===== src/rtl/psc_pkg.sv =====
// shared types and constants for the plane slice point classifier
`default_nettype none

package psc_pkg;

  localparam int COORD_W = 16;
  localparam int NORM_W  = 16;
  localparam int OFFS_W  = 17;
  localparam int RAD_W   = 16;
  localparam int CFG_W   = 17;
  localparam int ADDR_W  = 3;
  localparam int IDX_W   = 6;
  localparam int ZONE_W  = 2;
  localparam int QBITS   = 14;
  localparam int PROD_W  = 2 * COORD_W;
  localparam int PROJ_W  = PROD_W + 2;
  localparam int SQ_W    = 2 * COORD_W - 1;
  localparam int R2_W    = 2 * COORD_W;
  // offset accumulator holds first_offset plus 64 steps
  localparam int OFF_W   = 24;
  localparam int DIFF_W  = OFF_W + QBITS + 1;
  localparam int IN_W    = 48;
  localparam int OUT_W   = 56;

  localparam logic [DIFF_W-1:0] TOL_Q = DIFF_W'(5 * (1 << QBITS));

  localparam logic [ADDR_W-1:0] CFG_NORMAL_X      = 3'd0;
  localparam logic [ADDR_W-1:0] CFG_NORMAL_Y      = 3'd1;
  localparam logic [ADDR_W-1:0] CFG_NORMAL_Z      = 3'd2;
  localparam logic [ADDR_W-1:0] CFG_FIRST_OFFSET  = 3'd3;
  localparam logic [ADDR_W-1:0] CFG_LAST_OFFSET   = 3'd4;
  localparam logic [ADDR_W-1:0] CFG_SLICE_STEP    = 3'd5;
  localparam logic [ADDR_W-1:0] CFG_SAFE_RADIUS   = 3'd6;
  localparam logic [ADDR_W-1:0] CFG_DANGER_RADIUS = 3'd7;

  localparam logic [ZONE_W-1:0] ZONE_NEAR = 2'd0;
  localparam logic [ZONE_W-1:0] ZONE_MID  = 2'd1;
  localparam logic [ZONE_W-1:0] ZONE_FAR  = 2'd2;

  typedef struct packed {
    logic load_point;
    logic start_scan;
    logic advance;
    logic capture;
    logic push;
    logic push_last;
  } ctl_cmd_t;

  typedef struct packed {
    logic normal_zero;
    logic scan_done;
    logic match;
    logic pend_valid;
    logic out_free;
  } ctl_stat_t;

endpackage

`default_nettype wire


===== src/rtl/psc_ctrl.sv =====
// controller: sequences point load, sum, slice scan and final flush
`default_nettype none

module psc_ctrl
  import psc_pkg::*;
(
  input  wire logic      clk,
  input  wire logic      rst,
  input  wire logic      s_tvalid,
  output logic           s_tready,
  input  wire ctl_stat_t stat,
  output ctl_cmd_t       cmd
);

  typedef enum logic [3:0] {
    ST_IDLE  = 4'b0001,
    ST_SUM   = 4'b0010,
    ST_SCAN  = 4'b0100,
    ST_FLUSH = 4'b1000
  } state_t;

  state_t state, state_next;

  always_ff @(posedge clk) begin
    if (rst) begin
      state <= ST_IDLE;
    end else begin
      state <= state_next;
    end
  end

  assign s_tready = (state == ST_IDLE);

  always_comb begin
    state_next = state;
    cmd        = '0;
    case (state)
      ST_IDLE: begin
        if (s_tvalid) begin
          cmd.load_point = 1'b1;
          if (!stat.normal_zero) begin
            state_next = ST_SUM;
          end
        end
      end
      ST_SUM: begin
        cmd.start_scan = 1'b1;
        state_next     = ST_SCAN;
      end
      ST_SCAN: begin
        if (stat.scan_done) begin
          state_next = ST_FLUSH;
        end else if (!(stat.match && stat.pend_valid && !stat.out_free)) begin
          cmd.advance = 1'b1;
          cmd.capture = stat.match;
          cmd.push    = stat.match && stat.pend_valid;
        end
      end
      ST_FLUSH: begin
        if (!stat.pend_valid) begin
          state_next = ST_IDLE;
        end else if (stat.out_free) begin
          cmd.push      = 1'b1;
          cmd.push_last = 1'b1;
          state_next    = ST_IDLE;
        end
      end
      default: state_next = ST_IDLE;
    endcase
  end

  a_push_room: assert property (@(posedge clk) disable iff (rst)
    cmd.push |-> stat.out_free)
    else $error("result pushed into an occupied output register");

  a_no_overwrite: assert property (@(posedge clk) disable iff (rst)
    cmd.capture && stat.pend_valid |-> cmd.push)
    else $error("held match overwritten before it was sent");

  a_idle_empty: assert property (@(posedge clk) disable iff (rst)
    s_tready |-> !stat.pend_valid)
    else $error("new point taken while a match is still held");

  a_zero_normal: assert property (@(posedge clk) disable iff (rst)
    cmd.load_point && stat.normal_zero |=> s_tready)
    else $error("zero normal did not return to idle");

  a_reset_idle: assert property (@(posedge clk)
    rst |=> s_tready)
    else $error("not idle after reset");

endmodule

`default_nettype wire


===== config.mk =====
export PLATFORM = sky130hd
export DESIGN_NAME = psc_ctrl
export DESIGN_NICKNAME = d
export VERILOG_FILES = /design/src/rtl/psc_pkg.sv /design/src/rtl/psc_ctrl.sv
export SDC_FILE = /design/constraint.sdc
export NUM_CORES = 1
export LEC_CHECK = 0
export ABC_CLOCK_PERIOD_IN_PS = 1500
export BUFFER_PORTS_ARGS = -buffer_cell sky130_fd_sc_hd__buf_2
export CORE_AREA = 2 2 39 41
export CTS_CLUSTER_SIZE = 30
export DETAILED_ROUTE_END_ITERATION = 10
export DIE_AREA = 0 0 41 43
export GPL_TIMING_DRIVEN = 0
export HOLD_SLACK_MARGIN = 0.12
export PLACE_DENSITY = 0.44
export SYNTH_ARGS = -nofsm -noshare
export SYNTH_HDL_FRONTEND = slang
export SYNTH_SLANG_ARGS = --single-unit
export TNS_END_PERCENT = 100

===== constraint.sdc =====
create_clock -name clk -period 1.5 [get_ports clk]
set_clock_uncertainty 0.15 [all_clocks]
set_input_delay 0.225 -clock clk [delete_from_list [all_inputs] [get_ports clk]]
set_output_delay 0.225 -clock clk [all_outputs]
set_load 0.05 [all_outputs]

==> run metrics <==
status=complete, but fails checks; failing checks=negative setup slack; Comb pwr share=0.331; crit path kind=reg2out; DRC=0; clock tree sinks=4; RR Startpoint=state[3]; Worst Hold Class=in2reg; DR vias=353; slowest CP cell=or4b_4; RSZ-0062 raised after global routing=yes; Mean Syn Cell Area=8.24 um2; routability cong.=0.643; root buf cell=clkbuf_4; I/O Pins=15; worst relative slew slack=0.706; Worst path max stage delay=0.58 ns; worst-skew pair later-pin latency=0.23 ns; chip width=41 um; Ant. Diodes=0; vias per std cell=4.53; crit-path cells=or4b_4, inv_8, and2_4, buf_8; Max VDD drop=0.000320 V; hold-critical path endpoint=state[1]; Final setup violation count=9; wire per inst=10.4 um; Largest register FFs=4; Net Sw Power=0.000115 W; biggest regs=state: 4 flops; RR Endpoint=state[1]; Max clock buf depth=2; final worst slack=-0.366 ns; H-tree depth=1; largest net degree at the start of global routing=9; R2R Setup Slk=-0.05 ns; Area after DPL=423 um2; area of the multi-input gates=264 um2; WP data arrival=1.49 ns; layout cells sized above 1=0.742; initial antenna violation count=0; synthesized area=280 um2; Hold Path Origin=s_tvalid; Pwr Density=578 nW/um2; WHS=0.131 ns; routed wire length=809 um; Final Cycle Share=1.24; Yosys cell types=22; Core Box Area=1380 um2; Starting Density=0.203; peak fanout along the critical path=3; ANT nets after route=0; FF+latch area=92.6 um2; initial drt markers=2; register bit total from synthesis=4; Filler Cell Count=142; CTS Buf Count=3; R2R depth=3; internal power=0.000256 W; clock share of power=0.345; total track usage=0.100; Synth Net Count=42; Core Rows=14; CTS tree=built; Hold Fails Final Rpt=0; Lkg Pwr=0.256 nW; Worst EP required=1.12 ns; # nets final=72; first-pass GRT wire length=1170 um; Worst Setup Start Kind=register; Clock transition at path regs=0.04 ns; register area share after synthesis=0.286; Reg power frac=0.324; Max Clk Rate=536 MHz; Worst Tran Pin Value=0.441 ns; DP HPWL=541 um; sw frac=0.310; Critical path origin=state[3]; Slew Viols, Final=0; total of max-cap violations=0; Hold Crit Depth=2; Worst setup EP type=primary output; fin crit period=1.87 ns; port buffer count=14; Die Ht=43 um; Reg with most FFs=state; vias in the first global route=298; Setup TNS Final=-1.74 ns; yosys warns=0; Die ar.=1760 um2; Congestion Overflow GR=0; final std cell area, no fill=642 um2; synth-to-layout area growth=129%; total power=0.000371 W; drt first pass iters=2; Mapped Cells=34
## layout by cell type, fill, tap and decap left out
cell type,netlist,routed
nand4_1,1,1
and2_4,0,1
dlygate4sd3_1,0,3
a311o_1,1,1
inv_2,1,1
nor3b_4,0,1
a21oi_4,0,1
nand2_1,2,1
inv_8,0,1
nand2b_4,0,1
a21oi_2,1,2
nor2_4,0,1
nor2b_1,1,1
xor2_1,1,1
inv_1,3,2
a21oi_1,4,2
buf_6,0,4
buf_4,1,8
clkbuf_4,0,3
nor2_1,3,1
nor4b_4,0,3
buf_2,0,8
or4b_4,1,1
dfxtp_2,0,1
nand2_2,0,1
nand3_2,0,1
dfxtp_4,0,3
nor2_2,0,1
buf_8,0,3
nand4b_1,1,1
o21ai_0,1,1
o211ai_1,1,1
## kinds of logic (layout without fill, tap and decap cells)
kind of cell,count (synthesis),count (layout),share of synthesized area
xor+xnor,1,1,0.0313
compound gates,8,8,0.183
simple gates,16,16,0.420
buf+inv,5,33,0.0804
flops,4,4,0.286
## timing repair
item                                    4_1_cts  5_1_grt
pin swaps                                     4        4
hold endpoints to repair                      4        0
endpoints found under the setup margin        7        9
resized for setup                            24        5
setup buffers                                 5        3
hold buffers                                  3        0
## stage by stage
step | instances | worst slack [ns] | util
global route | 78 | -0.401 | 0.464
detailed placement | 64 | -0.264 | 0.306
CTS | 75 | -0.383 | 0.426
global placement | 64 | -0.269 | 0.306
finish | 78 | -0.366 | 0.464
floorplan | 34 | -0.185 | -
## final cells by class
| class | instances | area share |
|---|---|---|
| Tap cell | 16 | 0.0312 |
| Buffer | 1 | 0.0117 |
| Multi-Input combinational cell | 25 | 0.411 |
| Inverter | 4 | 0.0351 |
| Clock buffer | 3 | 0.0351 |
| Sequential cell | 4 | 0.144 |
| Timing Repair Buffer | 25 | 0.331 |
## worst max-delay path by stage
| stage | end | slack (ns) | cells past startpoint |
|---|---|---|---|
| finish | cmd[5] | -0.37 | 4 |
| global placement | cmd[5] | -0.27 | 4 |
| detailed placement | cmd[5] | -0.26 | 4 |
| CTS | cmd[5] | -0.38 | 4 |
| floorplan | cmd[2] | -0.19 | 3 |
| global route | cmd[5] | -0.40 | 4 |
## per-layer routing
metal,routed length (um),share of wire,track usage
met1,337,0.42,0.122
met2,438,0.54,0.147
met3,33,0.041,0.0157
met4,0,0,0.0800
met5,0,0,0
## cell usage after synthesis
library cell | count | share of area
buf_4 | 1 | 0.027
dfxtp_1 | 4 | 0.29
a21oi_2 | 1 | 0.031
nor4b_2 | 2 | 0.11
xor2_1 | 1 | 0.031
a21oi_1 | 4 | 0.071
o211ai_1 | 1 | 0.027
nor2b_1 | 1 | 0.022
nand2_1 | 2 | 0.027
inv_2 | 1 | 0.013
nand4_1 | 1 | 0.022
and2_1 | 1 | 0.022
nand3_1 | 1 | 0.018
inv_1 | 3 | 0.040
nand4b_1 | 1 | 0.031
a311o_1 | 1 | 0.036
nor3b_1 | 1 | 0.027
nand2b_1 | 1 | 0.022
or4b_4 | 1 | 0.049
o21ai_0 | 1 | 0.018
nor2_1 | 3 | 0.040
nor4b_1 | 1 | 0.031
## critical path, delay by kind of cell (launching register included)
family	cells	cell delay (ns)
buffers and inverters	2	0.19
DFF	1	0.35
and+or+nand+nor	2	0.71
## power by group through the flow
stage	Combinational, W	Sequential (W)	Clock (W)
6_report	0.000123	0.000120	0.000128
5_1_grt	0.000130	0.000121	0.000141
3_5_place_dp	0.0000950	0.000123	0
2_1_floorplan	0.0000714	0.000121	0
4_1_cts	0.000117	0.000120	0.000137
3_3_place_gp	0.0000947	0.000123	0
Note: power is estimated with default switching activity, not from simulation.
